<file path="src/rtl/sme_pkg.sv">
// Shared types and constants of the stack machine executor.
package sme_pkg;
  localparam int unsigned DefStackDepth = 1024;
  localparam int unsigned DefDataWidth  = 32;

  typedef enum logic [2:0] {
    OP_PUSH  = 3'd0,
    OP_POP   = 3'd1,
    OP_ADD   = 3'd2,
    OP_SUB   = 3'd3,
    OP_MUL   = 3'd4,
    OP_DIV   = 3'd5,
    OP_PRINT = 3'd6,
    OP_NOP   = 3'd7
  } op_e;

  typedef enum logic [2:0] {
    ST_OK        = 3'd0,
    ST_OVERFLOW  = 3'd1,
    ST_UNDERFLOW = 3'd2,
    ST_DIVZERO   = 3'd3,
    ST_HALTED    = 3'd4
  } status_e;

  // Datapath operations issued by the controller.
  typedef enum logic [1:0] {
    ALU_ADD = 2'd0,
    ALU_SUB = 2'd1,
    ALU_MUL = 2'd2,
    ALU_DIV = 2'd3
  } alu_e;

  typedef struct packed {
    logic load_imm;  // latch the immediate into operand a
    logic load_a;    // latch RAM read data into operand a
    logic load_b;    // latch RAM read data into operand b
    logic start;     // start an arithmetic operation
    alu_e alu_op;
  } dp_cmd_t;

  typedef struct packed {
    logic done;      // arithmetic result ready
    logic a_zero;    // operand a is zero
  } dp_status_t;
endpackage

</file>
<file path="src/rtl/sme_datapath.sv">
// Operand registers and iterative multiply/divide unit.
module sme_datapath #(
  parameter int unsigned DataWidth = 32
) (
  input  logic                   clk_i,
  input  logic                   rst_ni,
  input  sme_pkg::dp_cmd_t       cmd_i,
  input  logic [DataWidth-1:0]   imm_i,
  input  logic [DataWidth-1:0]   rdata_i,
  output sme_pkg::dp_status_t    status_o,
  output logic [DataWidth-1:0]   a_o,
  output logic [DataWidth-1:0]   result_o
);
  import sme_pkg::*;

  localparam int unsigned CntW = $clog2(DataWidth + 1);

  logic [DataWidth-1:0] a_q, b_q, acc_q, acc_d, sh_q, sh_d, rem_q, rem_d;
  logic [DataWidth-1:0] res_q, res_d;
  logic [CntW-1:0]      cnt_q, cnt_d;
  logic                 busy_q, busy_d, done_q, done_d, neg_q, neg_d;
  alu_e                 op_q, op_d;
  logic [DataWidth-1:0] mag_a, mag_b;
  logic [DataWidth:0]   trial;
  logic [DataWidth-1:0] rem_sh;

  assign mag_a = a_q[DataWidth-1] ? (~a_q + 1'b1) : a_q;
  assign mag_b = b_q[DataWidth-1] ? (~b_q + 1'b1) : b_q;
  assign rem_sh = {rem_q[DataWidth-2:0], sh_q[DataWidth-1]};
  assign trial = {1'b0, rem_sh} - {1'b0, acc_q};

  always_comb begin
    acc_d = acc_q; sh_d = sh_q; rem_d = rem_q; res_d = res_q;
    cnt_d = cnt_q; busy_d = busy_q; done_d = 1'b0; neg_d = neg_q; op_d = op_q;
    if (cmd_i.start) begin
      op_d = cmd_i.alu_op;
      unique case (cmd_i.alu_op)
        ALU_ADD: begin res_d = b_q + a_q; done_d = 1'b1; end
        ALU_SUB: begin res_d = b_q - a_q; done_d = 1'b1; end
        ALU_MUL: begin
          // Shift-add: acc holds the product, sh the multiplier b.
          acc_d = '0; sh_d = b_q; rem_d = a_q;
          cnt_d = CntW'(DataWidth); busy_d = 1'b1;
        end
        default: begin
          // Restoring division of |b| by |a|; sh shifts out dividend bits.
          acc_d = mag_a; sh_d = mag_b; rem_d = '0;
          neg_d = a_q[DataWidth-1] ^ b_q[DataWidth-1];
          cnt_d = CntW'(DataWidth); busy_d = 1'b1;
        end
      endcase
    end else if (busy_q) begin
      if (op_q == ALU_MUL) begin
        if (sh_q[0]) acc_d = acc_q + rem_q;
        sh_d  = sh_q >> 1;
        rem_d = rem_q << 1;
      end else begin
        sh_d = sh_q << 1;
        if (!trial[DataWidth]) begin
          rem_d = trial[DataWidth-1:0];
          sh_d[0] = 1'b1;
        end else begin
          rem_d = rem_sh;
        end
      end
      cnt_d = cnt_q - 1'b1;
      if (cnt_q == CntW'(1)) begin
        busy_d = 1'b0;
        done_d = 1'b1;
        if (op_q == ALU_MUL) begin
          res_d = sh_q[0] ? acc_q + rem_q : acc_q;
        end else begin
          res_d = neg_q ? (~sh_d + 1'b1) : sh_d;
        end
      end
    end
  end

  always_ff @(posedge clk_i or negedge rst_ni) begin
    if (!rst_ni) begin
      busy_q <= 1'b0;
      done_q <= 1'b0;
      cnt_q  <= '0;
    end else begin
      busy_q <= busy_d;
      done_q <= done_d;
      cnt_q  <= cnt_d;
    end
  end

  always_ff @(posedge clk_i) begin
    if (cmd_i.load_imm) a_q <= imm_i;
    else if (cmd_i.load_a) a_q <= rdata_i;
    if (cmd_i.load_b) b_q <= rdata_i;
    acc_q <= acc_d; sh_q <= sh_d; rem_q <= rem_d; res_q <= res_d;
    neg_q <= neg_d; op_q <= op_d;
  end

  assign status_o.done   = done_q;
  assign status_o.a_zero = (a_q == '0);
  assign a_o             = a_q;
  assign result_o        = res_q;
endmodule

</file>
<file path="config.mk">
export PLATFORM = sky130hd
export DESIGN_NAME = sme_datapath
export DESIGN_NICKNAME = d
export VERILOG_FILES = /design/src/rtl/sme_pkg.sv /design/src/rtl/sme_datapath.sv
export SDC_FILE = /design/constraint.sdc
export NUM_CORES = 1
export LEC_CHECK = 0
export BUFFER_PORTS_ARGS = -buffer_cell sky130_fd_sc_hd__buf_2
export CAP_MARGIN = 15
export CORE_MARGIN = 8
export CORE_UTILIZATION = 45
export CTS_BUF_LIST = sky130_fd_sc_hd__clkbuf_4
export CTS_CLUSTER_DIAMETER = 80
export DETAILED_ROUTE_END_ITERATION = 8
export PLACE_DENSITY_LB_ADDON = 0.15
export SKIP_LAST_GASP = 1
export SLEW_MARGIN = 0
export SYNTH_ARGS = -nofsm -noshare
export SYNTH_HDL_FRONTEND = slang
export SYNTH_SLANG_ARGS = --single-unit
</file>
<file path="constraint.sdc">
create_clock -name clk_i -period 6.2 [get_ports clk_i]
set_input_delay 0.93 -clock clk_i [delete_from_list [all_inputs] [get_ports clk_i]]
set_output_delay 0.93 -clock clk_i [all_outputs]
set_load 0.005 [all_outputs]
</file>
Yosys cells after proc, flatten, opt, wreduce, memory -nomap -nowiden --
Index checks and enable logic that the tools add are counted. W data, S select, Z words.
Storage, ports and cells: input port bits 72, register bits 203, output and inout port bits 66
Operators by class: bitwise operators 5, reductions and logical operators 12, add/sub/neg operators 8, multiplexer cells 38, eq/ne operators 6
Operators by type and width (count):
- $mux W32 | 22
- $pmux W32 S2 | 4
- $add A32 B1 Y32 const B | 3
- $not A32 Y32 | 3
- $add A32 B32 Y32 | 2
- $sub A32 B32 Y33 | 1
- $logic_not A32 Y1 | 1
- $sub A32 B32 Y32 | 1
- $mux W6 | 3
- $mux W1 | 9
- $reduce_bool A2 Y1 | 4
- $eq A6 B1 Y1 const B | 1
- $reduce_and A3 Y1 | 2
- $sub A6 B1 Y6 const B | 1
- $eq A2 B2 Y1 const B | 2
- $reduce_and A2 Y1 | 2
- $ne A3 B1 Y1 const B | 1
- $reduce_or A3 Y1 | 1
- $eq A2 B1 Y1 const B | 1
- $logic_not A2 Y1 | 1
- $ne A2 B2 Y1 const B | 1
- $reduce_or A2 Y1 | 1
- $not A1 Y1 | 1
- $xor A1 B1 Y1 | 1

Depth between registers and ports, before layout --
word-level depth 12, mapped depth 21, mapped depth without buffers 20

Worst setup path after synthesis --
OpenSTA, ideal clock, no wires.
path kind flip-flop to flip-flop, start point register a_q[0] (netlist: a_o[0]), end point register res_q[30] (netlist: result_o[30]), data pin, data arrival time 4911 ps, setup slack 1018 ps, library setup time 271 ps, required time 5929 ps, stages on the path, launching flop included 21, cell sequence edfxtp_1 -> inv_1 -> ha_1 -> or3b_4 -> or3_4 -> or3_4 -> or3_1 -> buf_2 -> or3_1 -> nand2_1 -> xor2_1 -> ha_1 -> and3_1 -> a221o_1 -> a21oi_1 -> nand2_1 -> o21ai_0 -> o311ai_0 -> a221oi_1 -> xor2_1 -> o22ai_1
Between the ends: word-level cells in the longest chain between the ends 3, elaborated cells on any way between the ends 4, those cells by class 2 x add/sub; 2 x mux
RTL lines:
- start, declared | RTL line sme_datapath.sv:18 | logic [DataWidth-1:0] a_q, b_q, acc_q, acc_d, sh_q, sh_d, rem_q, rem_d;
- start signal, assigned | RTL line sme_datapath.sv:92 | if (cmd_i.load_imm) a_q <= imm_i;
- start signal, assigned | RTL line sme_datapath.sv:93 | else if (cmd_i.load_a) a_q <= rdata_i;
- $sub A32 B32 Y32 or $add A32 B32 Y32 (tied branches) | RTL line sme_datapath.sv:39, sme_datapath.sv:38
- $pmux W32 S2 (*) | RTL line sme_datapath.sv:37 | unique case (cmd_i.alu_op)
- $mux W32 (*) | RTL line sme_datapath.sv:35 | if (cmd_i.start) begin
- named net res_d[30] | RTL line sme_datapath.sv:19 | logic [DataWidth-1:0] res_q, res_d;
- end signal, assigned | RTL line sme_datapath.sv:95 | acc_q <= acc_d; sh_q <= sh_d; rem_q <= rem_d; res_q <= res_d;
- end, declared | RTL line sme_datapath.sv:19
The timed path passes the listed nets; every way through them passes the cells marked *. A chain may end at the register's enable or synchronous reset.

Worst setup path after layout --
Ends and elaborated chain as after synthesis.

==> results.sh <==
export IMPL_areaGrowthSynthToFinish_pct=10.5
export IMPL_post_cts_buffers=0
export IMPL_finalCriticalPeriod_ns=5.81
export IMPL_cp_startpoint="a_o[0]$_DFFE_PP_"
export IMPL_crit_type="register to register"
export IMPL_finalWirelength_um=54200
export IMPL_drv_slew=0
export IMPL_drive_above_1_share_pct=15.2
export IMPL_cts_htree_levels=2
export IMPL_clkTransAtPathRegs_ns=0.06
export IMPL_reg2reg_depth=19
export IMPL_clockBufferDepth=3
export IMPL_setup_ws_ns=0.386
export IMPL_core_area_um2=36700
export IMPL_fillers=3497
export IMPL_cpPeakStageDelay_ns=0.54
export IMPL_grt_max_degree=63
export IMPL_dp_slack_ns=0.456
export IMPL_ys_types=73
export IMPL_cts_root_buf="clkbuf_4"
export IMPL_required_ns=6.69
export IMPL_clock_sinks=203
export IMPL_synthSimpleGateAreaFrac_pct=14.4
export IMPL_synth_seq_area_share_pct=36.0
export IMPL_ir_drop_mv=0.157
export IMPL_port_buffers=137
export IMPL_power_leakage_nw=7.69
export IMPL_initial_utilization_pct=45.8
export IMPL_synth_async_reset_ratio_pct=3.94
export IMPL_cp_start_kind="register"
export IMPL_synth_compound_area_share_pct=21.4
export IMPL_vias=14850
export IMPL_clockPowerShare_pct=15.9
export IMPL_synth_mux_area_fraction_pct=6.15
export IMPL_crit_slowest_cell="o21ai_0"
export IMPL_synth_top_area_share_pct=34.9
export IMPL_die_w_um=209
export IMPL_avgSynthCellArea_um2=9.01
export IMPL_cp_endpoint="result_o[30]$_DFFE_PP_"
export IMPL_numCtsBuffers=60
export IMPL_grt_ovfl_total=0
export IMPL_ff2ff_setup_slack_ns=0.39
export IMPL_groute_usage_overall_pct=24.2
export IMPL_ys_flop_type="edfxtp_1"
export IMPL_r2r_start="a_o[0]$_DFFE_PP_"
export IMPL_synth_top_family_by_area="compound AO/OA/AOI/OAI gates"
export IMPL_dieHeight_um=209
export IMPL_grt_pass1_vias=14307
export IMPL_path_cells="inv_1 > ha_1 > or3b_4 > or3_4 > or3_4 > or3_1 > or3_1 > nand2_1 > xor2_1 > ha_1 > and3_1 > a221o_1 > a21oi_1 > nand2_1 > o21ai_0 > o311ai_0 > a221oi_1 > xor2_1 > o22ai_1"
export IMPL_setup_tns_final_ns=0
export IMPL_synth_warnings=0
export IMPL_synthCells=1865
export IMPL_crit_path_end_kind="register"
export IMPL_drtAntennaViolNets=0
export IMPL_gp_congestion=0.934
export IMPL_drc_errors=0
export IMPL_period_share_pct=93.8
export IMPL_hold_viol_final=0
export IMPL_first_pass_iters=6
export IMPL_fmax_mhz=172
export IMPL_synth_edff_count=195
export IMPL_hpwl_um=41700
export IMPL_fin_worst_skew_ns=0.0665
export IMPL_final_common_cell="edfxtp_1"
export IMPL_insertion_delay_ns=0.80
export IMPL_rows=70
export IMPL_maxCapViolCount=0
export IMPL_final_cell_mix="edfxtp_1, nand2_1, a21oi_1"
export IMPL_rsz0062_at_grt="false"
export IMPL_rr_endpoint="result_o[30]$_DFFE_PP_"
export IMPL_grt_pass1_wl_um=83900
export IMPL_grt_antenna_before_repair=1
export IMPL_syn_area_um2=16800
export IMPL_ios=138
export IMPL_p_comb_share_pct=54.6
export IMPL_layout_nets=2156
export IMPL_yosys_area_share_adder_pct=7.81
export IMPL_cts_tree="done"
export IMPL_synth_area_top_cells="edfxtp_1, ha_1, a21oi_1"
export IMPL_critPathMaxFanout=7
export IMPL_seq_power_share_pct=29.5
export IMPL_status="completed"
export IMPL_p_sw_mw=3.47
export IMPL_crit_arrival_ns=6.30
export IMPL_slew_limit_headroom_pct=21.2
export IMPL_hold_path_class="input pin to register"
export IMPL_synth_nets=2040
export IMPL_swShare_pct=45.2
export IMPL_setup_viol=0
export IMPL_synth_seq_cells=203
export IMPL_p_int_mw=4.20
export IMPL_wire_per_inst_um=21.8
export IMPL_synth_xor_area_share_pct=10.3
export IMPL_drt_iter0_markers=1491
export IMPL_p_per_area_nw_per_um2=413
export IMPL_tightest_slew_ns=1.18
export IMPL_synth_top_area_cell="edfxtp_1"
export IMPL_vias_per_cell=5.96
export IMPL_dieArea_um2=43800
export IMPL_power_mw=7.67
export IMPL_postLayoutCoreUtil_pct=50.6
[cell usage after synthesis, types with 42 or more instances]
| library cell | count |
|---|---|
| a21oi_1 | 180 |
| clkbuf_1 | 86 |
| edfxtp_1 | 195 |
| ha_1 | 100 |
| inv_1 | 59 |
| mux2i_1 | 65 |
| nand2_1 | 184 |
| nand3_1 | 42 |
| nor2_1 | 124 |
| o21ai_0 | 144 |
| xnor2_1 | 94 |
| xor2_1 | 102 |
[power groups by stage]
stage / registers (mW) / logic (mW) / clock network, mW
after floorplan: 2.15 / 3.10 / 0
after global placement: 2.28 / 4.08 / 0
after detailed placement: 2.28 / 4.10 / 0
after CTS: 2.26 / 4.13 / 1.26
after global routing: 2.30 / 4.62 / 1.32
final: 2.27 / 4.19 / 1.22
[final cells by class]
class                      instances  area (um2)  area share (%)
clock buffer                      80         601            3.24
clock inverter                    24        96.3           0.519
multi-input combinational       1495       10100            54.6
timing repair buffer             160         863            4.65
inverter                          61         229            1.23
sequential                       203        6060            32.6
antenna                            2        5.00          0.0270
tap                              468         586            3.15
[per-layer routing]
metal | routed length (um) | track usage [%] | up-vias
li1 | - | - | 7189
met1 | 26100 | 36.0 | 6961
met2 | 22900 | 35.8 | 626
met3 | 4000 | 3.43 | 74
met4 | 1270 | 7.63 | 0
met5 | 0 | 0 | -
[state kept, by name, indices dropped and copies added, names as in the netlist]
signal    count
cnt_q         6
acc_q        32
result_o     32
b_q          32
sh_q         32
rem_q        32
op_q          2
done_q        1
neg_q         1
busy_q        1
a_o          32
[timing repair]
item / CTS / global route
resized for setup: 0 / 0
endpoints found under the hold margin: 8 / 0
hold buffers: 1 / 0
[logic make-up (layout without fill, tap and decap cells)]
group                    after synthesis  in the layout
XOR/XNOR                             197            197
flip-flops                           203            203
buffers and inverters                167            325
AND/OR/NAND/NOR                      516            516
adder cells (fa/ha/maj)              103            103
multiplexers                          99             99
AO/OA/AOI/OAI                        580            580
other                                  0              2
[worst max-delay path: cells and delay by family (launching register included)]
kind            cells  cell delay (ns)
simple gates        8             2.35
compound gates      6             1.83
fa+ha+maj           2             0.50
flops               1             0.38
xor+xnor            2             0.38
buf+inv             1             0.10
[worst min path at each step]
stage	slack (ns)	from	depth (start not counted)	endpoint
3_3_place_gp	0.52	cnt_q[4]$_DFFE_PN0P_	2	cnt_q[4]$_DFFE_PN0P_
2_1_floorplan	0.49	cnt_q[4]$_DFFE_PN0P_	2	cnt_q[4]$_DFFE_PN0P_
6_report	0.35	rdata_i[0]	1	b_q[0]$_DFFE_PP_
4_1_cts	0.26	rdata_i[17]	1	b_q[17]$_DFFE_PP_
5_1_grt	0.30	rdata_i[0]	1	b_q[0]$_DFFE_PP_
3_5_place_dp	0.54	cnt_q[4]$_DFFE_PN0P_	2	cnt_q[4]$_DFFE_PN0P_
[through the flow]
| step | cell area, um2 | hold slack, ns | instances |
|---|---|---|---|
| 6_report | 18600 | 0.346 | 2493 |
| 5_1_grt | 18600 | 0.296 | 2493 |
| 4_1_cts | 18600 | 0.257 | 2491 |
| 3_5_place_dp | 17800 | 0.536 | 2386 |
| 3_3_place_gp | 17800 | 0.516 | 2386 |
| 2_1_floorplan | 16800 | 0.492 | 1865 |
(Power assumes the default switching activity.)
