### src/rtl/sme_pkg.sv
// Shared types and constants of the stack machine executor.
package sme_pkg;
  localparam int unsigned DefStackDepth = 1024;
  localparam int unsigned DefDataWidth  = 32;

  typedef enum logic [2:0] {
    OP_PUSH  = 3'd0,
    OP_POP   = 3'd1,
    OP_ADD   = 3'd2,
    OP_SUB   = 3'd3,
    OP_MUL   = 3'd4,
    OP_DIV   = 3'd5,
    OP_PRINT = 3'd6,
    OP_NOP   = 3'd7
  } op_e;

  typedef enum logic [2:0] {
    ST_OK        = 3'd0,
    ST_OVERFLOW  = 3'd1,
    ST_UNDERFLOW = 3'd2,
    ST_DIVZERO   = 3'd3,
    ST_HALTED    = 3'd4
  } status_e;

  // Datapath operations issued by the controller.
  typedef enum logic [1:0] {
    ALU_ADD = 2'd0,
    ALU_SUB = 2'd1,
    ALU_MUL = 2'd2,
    ALU_DIV = 2'd3
  } alu_e;

  typedef struct packed {
    logic load_imm;  // latch the immediate into operand a
    logic load_a;    // latch RAM read data into operand a
    logic load_b;    // latch RAM read data into operand b
    logic start;     // start an arithmetic operation
    alu_e alu_op;
  } dp_cmd_t;

  typedef struct packed {
    logic done;      // arithmetic result ready
    logic a_zero;    // operand a is zero
  } dp_status_t;
endpackage

### src/rtl/sme_ctrl.sv
// Instruction sequencer: stack pointer, RAM access and response registers.
module sme_ctrl #(
  parameter int unsigned StackDepth = 1024,
  parameter int unsigned DataWidth  = 32
) (
  input  logic                          clk_i,
  input  logic                          rst_ni,
  input  logic                          req_valid_i,
  output logic                          req_ready_o,
  input  logic [2:0]                    req_type_i,
  output logic                          rsp_valid_o,
  input  logic                          rsp_ready_i,
  output logic [2:0]                    status_o,
  output logic                          print_valid_o,
  output logic [DataWidth-1:0]          print_value_o,
  output logic [10:0]                   depth_after_o,
  output sme_pkg::dp_cmd_t              cmd_o,
  input  sme_pkg::dp_status_t           dp_i,
  input  logic [DataWidth-1:0]          a_i,
  input  logic [DataWidth-1:0]          result_i,
  input  logic [DataWidth-1:0]          rdata_i,
  output logic                          we_o,
  output logic [$clog2(StackDepth)-1:0] addr_o,
  output logic [DataWidth-1:0]          wdata_o
);
  import sme_pkg::*;

  localparam int unsigned AW = $clog2(StackDepth);
  localparam int unsigned DW = $clog2(StackDepth + 1);

  typedef enum logic [2:0] {
    S_IDLE, S_RD_A, S_RD_B, S_LAT_B, S_EXEC, S_WAIT, S_PRINT, S_RESP
  } state_e;

  state_e          state_q;
  op_e             op_q;
  logic [DW-1:0]   sp_q;
  logic            halted_q, rsp_valid_q, pvalid_q;
  logic [2:0]      status_q;
  logic [DataWidth-1:0] pval_q;
  logic            busy_out;

  assign busy_out = rsp_valid_q && !rsp_ready_i;
  assign req_ready_o = (state_q == S_IDLE) && !busy_out;

  // Datapath commands, decoded from state and the request handshake.
  always_comb begin
    cmd_o = '0;
    cmd_o.load_imm = req_ready_o && req_valid_i && (op_e'(req_type_i) == OP_PUSH);
    cmd_o.load_a = (state_q == S_RD_B);
    cmd_o.load_b = (state_q == S_LAT_B);
    cmd_o.start  = (state_q == S_EXEC) && !(op_q == OP_DIV && dp_i.a_zero);
    unique case (op_q)
      OP_ADD:  cmd_o.alu_op = ALU_ADD;
      OP_SUB:  cmd_o.alu_op = ALU_SUB;
      OP_MUL:  cmd_o.alu_op = ALU_MUL;
      default: cmd_o.alu_op = ALU_DIV;
    endcase
  end

  always_comb begin
    we_o = 1'b0; wdata_o = a_i; addr_o = sp_q[AW-1:0];
    unique case (state_q)
      S_RD_A:  begin addr_o = AW'(sp_q - 1'b1); we_o = (op_q == OP_PUSH);
                     if (op_q == OP_PUSH) addr_o = sp_q[AW-1:0]; end
      S_RD_B:  addr_o = AW'(sp_q - 2'd2);
      S_WAIT:  begin addr_o = AW'(sp_q - 2'd2); we_o = dp_i.done;
                     wdata_o = result_i; end
      default: addr_o = AW'(sp_q - 1'b1);
    endcase
  end

  always_ff @(posedge clk_i or negedge rst_ni) begin
    if (!rst_ni) begin
      state_q <= S_IDLE; op_q <= OP_NOP; sp_q <= '0; halted_q <= 1'b0;
      rsp_valid_q <= 1'b0; status_q <= ST_OK; pvalid_q <= 1'b0; pval_q <= '0;
    end else begin
      if (rsp_valid_q && rsp_ready_i) rsp_valid_q <= 1'b0;
      unique case (state_q)
        S_IDLE: if (req_valid_i && req_ready_o) begin
          op_q <= op_e'(req_type_i);
          pvalid_q <= 1'b0; pval_q <= '0; status_q <= ST_OK;
          if (halted_q) begin
            status_q <= ST_HALTED; state_q <= S_RESP;
          end else begin
            unique case (op_e'(req_type_i))
              OP_PUSH: if (sp_q == DW'(StackDepth)) begin
                status_q <= ST_OVERFLOW; halted_q <= 1'b1; state_q <= S_RESP;
              end else state_q <= S_RD_A;
              OP_POP: if (sp_q == '0) begin
                status_q <= ST_UNDERFLOW; halted_q <= 1'b1; state_q <= S_RESP;
              end else begin sp_q <= sp_q - 1'b1; state_q <= S_RESP; end
              OP_PRINT: if (sp_q == '0) begin
                status_q <= ST_UNDERFLOW; halted_q <= 1'b1; state_q <= S_RESP;
              end else state_q <= S_RD_A;
              OP_NOP: state_q <= S_RESP;
              default: if (sp_q < DW'(2)) begin
                status_q <= ST_UNDERFLOW; halted_q <= 1'b1; state_q <= S_RESP;
              end else state_q <= S_RD_A;
            endcase
          end
        end
        S_RD_A: begin
          if (op_q == OP_PUSH) begin
            sp_q <= sp_q + 1'b1; state_q <= S_RESP;
          end else if (op_q == OP_PRINT) state_q <= S_PRINT;
          else state_q <= S_RD_B;
        end
        S_PRINT: begin
          pvalid_q <= 1'b1; pval_q <= rdata_i; sp_q <= sp_q - 1'b1;
          state_q <= S_RESP;
        end
        S_RD_B:  state_q <= S_LAT_B;
        S_LAT_B: state_q <= S_EXEC;
        S_EXEC: begin
          if (op_q == OP_DIV && dp_i.a_zero) begin
            status_q <= ST_DIVZERO; halted_q <= 1'b1; state_q <= S_RESP;
          end else state_q <= S_WAIT;
        end
        S_WAIT: if (dp_i.done) begin
          sp_q <= sp_q - 1'b1; state_q <= S_RESP;
        end
        S_RESP: if (!busy_out) begin
          rsp_valid_q <= 1'b1; state_q <= S_IDLE;
        end
        default: state_q <= S_IDLE;
      endcase
    end
  end

  assign rsp_valid_o   = rsp_valid_q;
  assign status_o      = status_q;
  assign print_valid_o = pvalid_q;
  assign print_value_o = pval_q;
  assign depth_after_o = 11'(sp_q);
endmodule

### config.mk
export PLATFORM = sky130hd
export DESIGN_NAME = sme_ctrl
export DESIGN_NICKNAME = d
export VERILOG_FILES = /design/src/rtl/sme_pkg.sv /design/src/rtl/sme_ctrl.sv
export SDC_FILE = /design/constraint.sdc
export NUM_CORES = 1
export LEC_CHECK = 0
export BUFFER_PORTS_ARGS = -buffer_cell sky130_fd_sc_hd__buf_2
export CAP_MARGIN = 5
export CORE_MARGIN = 3
export CORE_UTILIZATION = 48
export DETAILED_ROUTE_END_ITERATION = 6
export PLACE_DENSITY = 0.95
export SLEW_MARGIN = 10
export SYNTH_ARGS = -nofsm -noshare
export SYNTH_HDL_FRONTEND = slang
export SYNTH_SLANG_ARGS = --single-unit
### constraint.sdc
create_clock -name clk_i -period 3.9 [get_ports clk_i]
set_input_delay 0.39 -clock clk_i [delete_from_list [all_inputs] [get_ports clk_i]]
set_output_delay 0.39 -clock clk_i [all_outputs]
set_load 0.03 [all_outputs]
Yosys cells after proc, flatten, opt, wreduce, memory -nomap -nowiden

Index checks and enable logic that the tools add are counted.

Divide/modulo/power cells: 0
Reductions and logical operators: 25
Equal/unequal tests: 24
Multiply operators: 0
Magnitude comparators: 1
Multiplexer cells: 47
Bitwise operators: 0
Shift-type cells: 0
$add $sub $neg: 3

Operators by type and width:

| operator                                                                       | count |
|---|---|
| 11-bit two-way mux                                                             | 6 |
| 32-bit two-way mux                                                             | 2 |
| 32-bit case mux with 2 select lines                                            | 1 |
| 11-bit case mux with 4 select lines                                            | 1 |
| 3-bit two-way mux                                                              | 12 |
| 3-bit equality test (second input constant)                                    | 9 |
| 3-bit case mux with 8 select lines                                             | 1 |
| 10-bit case mux with 2 select lines                                            | 1 |
| 3-bit by 2-bit equality test with 1-bit output (second input constant)         | 4 |
| 2-bit case mux with 3 select lines                                             | 2 |
| 11-bit by 1-bit adder with 11-bit output (second input constant)               | 1 |
| 11-bit equality test (second input constant)                                   | 1 |
| 11-bit logical NOT                                                             | 1 |
| 11-bit by 2-bit less-than comparator with 1-bit output (second input constant) | 1 |
| 1-bit two-way mux                                                              | 11 |
| 11-bit by 1-bit subtractor with 11-bit output (second input constant)          | 1 |
| 10-bit two-way mux                                                             | 1 |
| 2-bit != test (second input constant)                                          | 5 |
| 10-bit by 2-bit subtractor with 10-bit output (second input constant)          | 1 |
| 3-bit logical NOT                                                              | 3 |
| 3-bit case mux with 3 select lines                                             | 1 |
| 1-bit logical AND                                                              | 7 |
| 7-bit AND reduction                                                            | 1 |
| 3-bit by 1-bit equality test with 1-bit output (second input constant)         | 2 |
| 11 further kinds                                                               | 24 |

Memories kept: 0
Logic and storage cells: 108
Register bits: 55
ROM bits: 0
Memory bits (writable): 0
Input port bits: 105
Bits in latches: 0
Output and inout bits: 98

Longest topological paths before layout

Gate-level depths: netlist of the first run.

Depth after elaboration: 7
Mapped depth: 8

Worst setup path before layout of the first run

No wires, ideal clock.

Path type: reg-to-output
Start: reg state_q[2]
End: out addr_o[1]
Stages on the path, launching flop included: 7
Setup slack: 962 ps
Data required time: 3510 ps
Arrival: 2548 ps
Path through: dfrtp_1 buf_6 nor3b_1 or2_1 buf_2 a21oi_1 a221oi_1

RTL lines:

| element                | RTL line       | RTL |
|---|---|---|
| start, declared        | sme_ctrl.sv:35 | `state_e state_q;` |
| start signal, assigned | sme_ctrl.sv:75 | `state_q <= S_IDLE; op_q <= OP_NOP; sp_q <= '0; halted_q <= 1'b0;` |
| start signal, assigned | sme_ctrl.sv:84 | `status_q <= ST_HALTED; state_q <= S_RESP;` |
| start signal, assigned | sme_ctrl.sv:88 | `status_q <= ST_OVERFLOW; halted_q <= 1'b1; state_q <= S_RESP;` |
| end, declared          | sme_ctrl.sv:23 | `output logic [$clog2(StackDepth)-1:0] addr_o,` |

Worst setup path in the final report of the first run

Start: reg state_q[2]
End: out addr_o[6]

Longest elaborated chain between the ends: 3
Elaborated cells on any way between the ends: 5

Ends and longest elaborated chain:

| element                                                                               | RTL line       | RTL |
|---|---|---|
| 3-bit by 2-bit equality test with 1-bit output or 3-bit equality test (tied branches) | sme_ctrl.sv:63 | `unique case (state_q)` |
| 2-bit OR reduction (no source line)                                                   | -              |  |
| 10-bit case mux with 2 select lines (*)                                               | sme_ctrl.sv:63 |  |

Every way passes the cells marked *; elsewhere a longest branch is shown, timed or not.

==> impl_metrics.json, run 1 <==
{
  "cts.clk_slew.worst_paths_ns": 0.10,
  "setup_tns_ns": 0,
  "critPathBufInv": 1,
  "grt-ovfl-total": 0,
  "drive_gt1_frac": 0.374,
  "syn-num-nets": 559,
  "grt_pass1_wl_mm": 17.3,
  "core_mm2": 0.00687,
  "grt_usage": 0.251,
  "report.final.slew_viol_count": 0,
  "p_leak_nw": 2.43,
  "worst_setup_path_start_kind": "flop",
  "grtUsageMet2": 0.397,
  "cp-end-kind": "output port",
  "cp_data_required_time_ns": 3.51,
  "postRouteAntennaNets": 0,
  "maxCapViolCount": 0,
  "synth_ff_type": "dfrtp_1",
  "crit_arrival_ns": 2.71,
  "netlist_instances": 450,
  "htreeDepth": 2,
  "use_met3": 0.0633,
  "synth_area_leaders": "dfrtp_1 38%, nand2_1 19%, o21ai_0 6.2%, xnor2_1 3.8%, dfstp_2 2.3%",
  "io_buffers": 202,
  "hold_path.class": "in2async",
  "die_w_um": 90.8,
  "syn_area_per_cell_um2": 7.67,
  "grt_pass1_vias": 3590,
  "r2r_end": "op_q[0]",
  "finalCriticalPeriod_ns": 3.10,
  "min_period_over_period": 0.794,
  "cp_cell_sequence": "and3b_2 -> or2_1 -> o2111ai_1 -> nor3_1 -> xor2_1 -> buf_2",
  "cp_max_fo": 34,
  "drtIter0Drc": 323,
  "setup_viol": 0,
  "synth_top_area_frac": 0.377,
  "cts-root-buf": "clkbuf_8",
  "final_hold_viol_count": 0,
  "drc": 0,
  "antennaDiodeCount": 0,
  "relSlewSlack": 0.222,
  "critPathMaxStageDelay_ns": 0.66,
  "status": "completed",
  "fin_worst_skew_ns": 0.00650,
  "r2r-start": "state_q[2]",
  "ys.warnings.count": 0,
  "power_density_mw_per_mm2": 973,
  "start_util": 0.503,
  "drt_pass1_iterations": 7,
  "hpwl_mm": 7.95,
  "cts_setup_buffers": 0,
  "synthDistinctLibCells": 60,
  "cts.repair.resized": 0,
  "num_rows": 30,
  "fillCellCount": 574,
  "clk_latency_ns": 0.31,
  "grt_max_degree": 56,
  "fin_nets": 741,
  "multi_input_area_mm2": 0.00191,
  "regArea_mm2": 0.00138,
  "cp_top_family": "simple AND/OR/NAND/NOR gates",
  "holdBufCountCts": 0,
  "busiest_layer": "met2",
  "area_growth_pct": 32.2,
  "grtUsageMet1": 0.347,
  "cts.path.max_buffers": 2,
  "peakVddDrop_v": 0.000452,
  "rsz0062_at_grt": "false",
  "cts.sinks": 55,
  "fin_util": 0.665,
  "die_h_um": 90.8,
  "ys_seq_area_frac": 0.400,
  "synthArstFlopShare": 1.00,
  "worst_slew_pin_slew_ns": 1.16,
  "die-area_mm2": 0.00825,
  "wl_mm": 10.6,
  "gp_congestion": 0.898,
  "synth_edf_count": 0,
  "synth_area_mm2": 0.00345,
  "antenna_found_initial": 0,
  "routedWlPerCell_um": 14.6,
  "crit_slowest_cell": "dfrtp_1",
  "cts_inserted_buffers": 5,
  "reg2regPathDepth": 3,
  "io_pins": 203,
  "synth_top_area_cell": "dfrtp_1",
  "r2r_slack_ns": 1.44,
  "ys_seq_elements": 55,
  "cts_tree": "yes",
  "path_class": "reg2out",
  "vias": 3875,
  "routed_via_density": 5.32,
  "max_freq_mhz": 323
}
## worst max path at each step
stage / startpoint / to / slack [ns] / cells after the start
2_1_floorplan: state_q[2] / addr_o[1] / 0.96 / 6
3_3_place_gp: state_q[2] / addr_o[6] / 1.28 / 6
3_5_place_dp: state_q[2] / addr_o[6] / 1.17 / 6
4_1_cts: state_q[2] / addr_o[6] / 0.81 / 6
5_1_grt: state_q[2] / addr_o[6] / 0.51 / 6
6_report: state_q[2] / addr_o[6] / 0.80 / 6
## cells in the mapped netlist (2+ instances only)
| master | n |
|---|---|
| nand2_1 | 179 |
| dfrtp_1 | 52 |
| o21ai_0 | 43 |
| clkbuf_1 | 21 |
| xnor2_1 | 15 |
| nand3_1 | 12 |
| nor2_1 | 11 |
| inv_1 | 8 |
| a21oi_1 | 7 |
| nor3_1 | 7 |
| nand2b_1 | 6 |
| nor4_1 | 6 |
| buf_2 | 5 |
| nor2b_1 | 5 |
| xor2_1 | 5 |
| ha_1 | 4 |
| nand4_1 | 4 |
| buf_6 | 3 |
| dfstp_2 | 3 |
| mux2_2 | 3 |
| o211ai_1 | 3 |
| or2_2 | 3 |
| a21o_1 | 2 |
| a31oi_1 | 2 |
| and3_1 | 2 |
| mux2i_1 | 2 |
| nand3_2 | 2 |
| o2111ai_1 | 2 |
| o22a_1 | 2 |
## cell usage in the layout (no fill, tap or decap), drive strengths merged, types with 5 or more instances in the layout
cell    instances
buf           204
xnor2          15
nor2b           5
nand3          14
nand2         179
inv             8
o21ai          44
nor2           11
nor3            9
xor2            5
dfrtp          52
a21oi           8
nand2b          6
clkbuf          6
nor4            6
## routing by layer
layer | vias to the layer above | part of all wire
li1 | 1861 | -
met4 | 0 | 0.010
met2 | 188 | 0.47
met5 | - | 0
met1 | 1811 | 0.42
met3 | 15 | 0.098
## area by class of cell
| cell class | instances | area share |
|---|---|---|
| Clock buffer | 6 | 0.0181 |
| Clock inverter | 2 | 0.00356 |
| Inverter | 8 | 0.00658 |
| Multi-Input combinational cell | 358 | 0.418 |
| Sequential cell | 55 | 0.302 |
| Tap cell | 96 | 0.0263 |
| Timing Repair Buffer | 204 | 0.225 |
## cells by family (layout without fill, tap and decap cells)
logic type	Yosys count	count (layout)	share of synthesized area
AOI/OAI and AO/OA	76	76	0.136
buffers and inverters	37	220	0.0486
xor gates and xnor gates	20	20	0.0507
and+or+nand+nor	253	253	0.336
adders and majority gates	4	4	0.0145
DFF	55	55	0.400
muxes	5	5	0.0156
## power by group
part           internal, W  switching (W)
Sequential        0.000857       0.000333
Combinational     0.000894        0.00203
Clock             0.000145       0.000190
## state kept, by name, indices dropped and copies added, names as in the netlist
register and flops:
print_value_o 32, halted_q 1, print_valid_o 1, state_q 3, op_q 3, rsp_valid_o 1
depth_after_o 11, status_o 3
## stage by stage
stage,hold WS (ns),power [W],cell area (µm²),worst slack (ns),cells
finish,0.203,0.00444,4570,0.802,729
global placement,0.455,0.00402,4470,1.28,721
detailed placement,0.490,0.00411,4470,1.17,721
floorplan,0.0944,0.00331,3450,0.962,450
CTS,0.226,0.00445,4570,0.812,729
global route,0.259,0.00477,4570,0.509,729
## worst reg2reg max path, delay by kind of cell, from the launching register on
kind | cells | cell delay [ns]
flip-flops | 1 | 0.57
multiplexers | 1 | 0.43
AND/OR/NAND/NOR | 2 | 1.40
Power figures use the tool's default switching activity.
==> run 2: changes to the inputs <==
CORE_UTILIZATION = 40   (was 48)
PLACE_DENSITY = 0.87   (was 0.95)
clock period = 2.7 ns   (was 3.9 ns; I/O delays follow)
==> run 2 against run 1 <==
  * The run now ends with negative hold slack left
  * Highest routed layer unchanged
  * Cell count grew 2.2%
  * Critical path depth is the same
  * Via count shrank 0.28%
  * Flip-flop and latch count is the same
  * Sequential power grew 45%
  * Largest cell class unchanged
  * Global-route usage shrank 3.2 points
  * Die area grew 19%
  * Cell area grew 1.8%
  * Register-to-register slack lost 0.83 ns
==> impl_metrics.json, run 2 (synthesis results as in run 1) <==
{
  "switching_share": 0.573,
  "rsz0062_at_grt": "false",
  "cts_tree": "yes",
  "violations": "negative hold slack",
  "peakVddDrop_v": 0.000788,
  "grt_max_degree": 34,
  "num_rows": 33,
  "drive_gt1_frac": 0.388,
  "crit_arrival_ns": 2.28,
  "io_buffers": 202,
  "power_density_mw_per_mm2": 1400,
  "cp_data_required_time_ns": 2.43,
  "p_switching_w": 0.00373,
  "setup_viol": 0,
  "clk_latency_ns": 0.32,
  "drtIter0Drc": 214,
  "p_leak_nw": 2.47,
  "die_h_um": 98.9,
  "final_common_cell": "buf_2",
  "cts.sinks": 55,
  "grt-ovfl-total": 0,
  "drc": 0,
  "holdBufCountCts": 0,
  "cts.repair.resized": 0,
  "cts-root-buf": "clkbuf_8",
  "pwr-share-clk": 0.078,
  "start_util": 0.416,
  "postRouteAntennaNets": 0,
  "io_pins": 203,
  "max_freq_mhz": 392,
  "total_power_w": 0.00652,
  "seqPwrFrac": 0.266,
  "drt_pass1_iterations": 5,
  "core_mm2": 0.00830,
  "place_ws_ns": 0.454,
  "htreeDepth": 2,
  "setup_tns_ns": 0,
  "cts.clk_slew.worst_paths_ns": 0.10,
  "final_cell_mix": "202 x buf_2, 179 x nand2_1, 49 x dfrtp_1, 43 x o21ai_0, 15 x xnor2_1",
  "finalCriticalPeriod_ns": 2.55,
  "cp-end-kind": "output port",
  "cp_max_fo": 18,
  "report.final.slew_viol_count": 0,
  "worst_setup_path_start_kind": "flop",
  "path_class": "reg2out",
  "largest_register_ffs": 32,
  "worst_slew_pin_slew_ns": 0.695,
  "power.internal_w": 0.00278,
  "fin_nets": 748,
  "cts_setup_buffers": 0,
  "hold_path.class": "in2async",
  "maxCapViolCount": 0,
  "grt_pass1_wl_mm": 17.9,
  "wl_mm": 11.1,
  "relSlewSlack": 0.536,
  "antennaDiodeCount": 0,
  "area_growth_pct": 34.6,
  "r2r_slack_ns": 0.61,
  "hpwl_mm": 8.53,
  "routedWlPerCell_um": 14.8,
  "gp_congestion": 0.894,
  "cts.path.max_buffers": 2,
  "p_comb_frac": 0.656,
  "reg2regPathDepth": 7,
  "die-area_mm2": 0.00978,
  "fin_worst_skew_ns": 0.0136,
  "min_period_over_period": 0.944,
  "status": "complete, but fails checks",
  "grt_pass1_vias": 3726,
  "routed_via_density": 5.19,
  "worst_slack_ns": 0.151,
  "grt_usage": 0.219,
  "cts_inserted_buffers": 5,
  "antenna_found_initial": 0,
  "whs_ns": -0.0142,
  "vias": 3864,
  "final_hold_viol_count": 13,
  "die_w_um": 98.9
}
run 2: cell count changes in the layout (fill, tap and decap cells not counted), sizes merged:
cell | previous run | this run
clkinv | 1 | 0
buf | 204 | 211
inv | 8 | 9
run 2: layout make-up:
type | instances | area (µm²)
inverters | 8 | 30.0
clock buffers | 6 | 82.6
fillers | 782 | 3650
multi-input cells | 358 | 1920
well taps | 105 | 131
clock inverters | 2 | 18.8
repair buffers | 211 | 1080
flip-flops and latches | 55 | 1380
run 2: stage by stage:
stage               std cells  utilization  cell area, µm²
finish                    745        0.560            4650
global route              745        0.560            4650
CTS                       745        0.559            4640
detailed placement        737        0.547            4540
global placement          737        0.547            4540
floorplan                 450            -            3460
run 2: layer usage:
metal / wire length [µm] / track usage
met5: 0 / 0
met4: 185 / 0.0630
met3: 856 / 0.0460
met2: 5450 / 0.357
met1: 4570 / 0.295
run 2: worst max-delay path, stage by stage, from the launching register on:
cell	delay, ns
dfrtp_2	0.53
or3_2	0.55
a21oi_2	0.30
nor2_1	0.18
nand2_1	0.16
nor4_1	0.06
buf_2	0.18
run 2: worst paths after layout:
kind / from / to
worst max-delay path: state_q[2] / cmd_o[5]
worst max register to register: depth_after_o[0] / state_q[2]
worst min register to register: print_valid_o / print_valid_o
worst min-delay path: rst_ni / depth_after_o[5]
min in group clk_i: rdata_i[11] / print_value_o[11]
max in group asynchronous: rst_ni / op_q[0]
run 2: power by group through the flow:
stage               Clock (W)  Sequential, W  Combinational [W]
floorplan                   0        0.00219            0.00259
global placement            0        0.00170            0.00419
detailed placement          0        0.00172            0.00429
CTS                  0.000530        0.00171            0.00429
global route         0.000563        0.00181            0.00461
finish               0.000508        0.00173            0.00427
==> run 3: changes to the inputs <==
--- a/constraint.sdc
+++ b/constraint.sdc
@@ -3,2 +3,2 @@
 set_output_delay 0.27 -clock clk_i [all_outputs]
-set_load 0.03 [all_outputs]
+set_load 0.05 [all_outputs]
==> run 3 against run 2 <==
  * The run now ends clean
  * Wire length down 1.7%
  * Core utilization grew 0.65 points
  * Die area stayed put
  * Count of clock-buffer cells in the layout unchanged
  * Critical path depth stayed put
  * Global-route usage is 0.62 points lower
  * Sequential share of layout area down 0.37 points
  * Flip-flop and latch count unchanged
  * Cell count stayed put
  * Register-to-register slack got worse by 0.19 ns
  * Critical path type unchanged
==> impl_metrics.json, run 3 (synthesis results as in run 1) <==
{
  "relSlewSlack": 0.363,
  "min_period_over_period": 0.932,
  "largest_register_ffs": 32,
  "r2r_end": "depth_after_o[9]",
  "routed_via_density": 5.16,
  "io_buffers": 202,
  "cts_tree": "yes",
  "antennaDiodeCount": 0,
  "fin_worst_skew_ns": 0.00735,
  "core_mm2": 0.00830,
  "cp_max_fo": 16,
  "status": "completed",
  "cp_data_required_time_ns": 2.43,
  "grt_max_degree": 44,
  "worst_setup_path_start_kind": "flop",
  "path_class": "reg2out",
  "wl_mm": 10.9,
  "die_w_um": 98.9,
  "final_cell_mix": "202 x buf_2, 179 x nand2_1, 50 x dfrtp_1, 42 x o21ai_0, 15 x xnor2_1",
  "setup_viol": 0,
  "drive_gt1_frac": 0.398,
  "cts_inserted_buffers": 5,
  "num_rows": 33,
  "hold_path.class": "in2async",
  "setup_tns_ns": 0,
  "reg2regPathDepth": 6,
  "grt-ovfl-total": 0,
  "cts.clk_slew.worst_paths_ns": 0.10,
  "grt_pass1_vias": 3645,
  "cp-end-kind": "output port",
  "post-place-cells": 737,
  "rsz0062_at_grt": "false",
  "regArea_mm2": 0.00138,
  "report.final.slew_viol_count": 0,
  "hpwl_mm": 8.35,
  "r2r-start": "state_q[2]",
  "max_freq_mhz": 397,
  "die_h_um": 98.9,
  "cts.sinks": 55,
  "htreeDepth": 2,
  "fillCellCount": 772,
  "multi_input_area_mm2": 0.00198,
  "area_growth_pct": 36.1,
  "crit_arrival_ns": 2.25,
  "grt_usage": 0.213,
  "fin_nets": 748,
  "cts.path.max_buffers": 2,
  "cts-root-buf": "clkbuf_8",
  "gp_congestion": 0.907,
  "drtIter0Drc": 144,
  "io_pins": 203,
  "r2r_slack_ns": 0.42,
  "clk_latency_ns": 0.32,
  "worst_slew_pin_slew_ns": 0.955,
  "drc": 0,
  "stdcell_count": 745,
  "start_util": 0.416,
  "antenna_found_initial": 0,
  "grt_pass1_wl_mm": 17.3,
  "finalCriticalPeriod_ns": 2.52,
  "final_common_cell": "buf_2",
  "cts_setup_buffers": 0,
  "maxCapViolCount": 0,
  "final_hold_viol_count": 0,
  "drt_pass1_iterations": 4,
  "postRouteAntennaNets": 0,
  "die-area_mm2": 0.00978,
  "routedWlPerCell_um": 14.6,
  "vias": 3844
}
==> run 3: cell counts in the layout (fill, tap and decap cells not counted) <==
No cell type changed its count.
==> run 3: how the worst max path moves through the flow <==
stage | from | to | cells past startpoint
after CTS | state_q[1] | addr_o[8] | 6
after floorplan | depth_after_o[3] | addr_o[9] | 5
after detailed placement | state_q[0] | addr_o[8] | 6
after global routing | state_q[0] | addr_o[4] | 6
final | state_q[0] | addr_o[6] | 6
after global placement | state_q[0] | addr_o[8] | 6
==> run 3: area by class of cell <==
type / count / share of cell area
flip-flops and latches: 55 / 0.294
repair buffers: 211 / 0.229
inverters: 8 / 0.00639
well taps: 105 / 0.0279
clock inverters: 2 / 0.00399
clock buffers: 6 / 0.0176
multi-input cells: 358 / 0.421
==> run 3: timing repair <==
item                                   4_1_cts  5_1_grt
gates resized for setup                      1        5
endpoints found under the hold margin        0        0
hold buffers                                 0        0
setup endpoints to repair                    2        4
cloned                                       0        0
==> run 3: worst max-delay path: stages, from the launching register on <==
cell	delay, ns
dfrtp_2	0.53
and3b_2	0.26
or2_1	0.33
o2111ai_2	0.32
nor3_2	0.10
xor2_2	0.13
buf_2	0.27
==> run 3: through the flow <==
stage / setup slack (ns) / area, µm² / hold slack [ns] / util
finish: 0.183 / 4700 / 0.0893 / 0.566
global route: 0.0283 / 4700 / 0.132 / 0.566
CTS: 0.0140 / 4680 / 0.130 / 0.563
detailed placement: 0.260 / 4570 / 0.469 / 0.551
global placement: 0.410 / 4570 / 0.467 / 0.551
floorplan: 0.0454 / 3500 / -0.0256 / -
==> run 3: layer usage <==
metal / part of all wire / up-vias / track usage
met5: 0 / - / 0
met4: 0.012 / 0 / 0.0525
met3: 0.075 / 13 / 0.0488
met2: 0.50 / 145 / 0.358
met1: 0.41 / 1817 / 0.278
li1: - / 1869 / -
Power of run 3 is not shown: default switching activity piles up to over one toggle a cycle in this logic, so the estimate is an artifact.
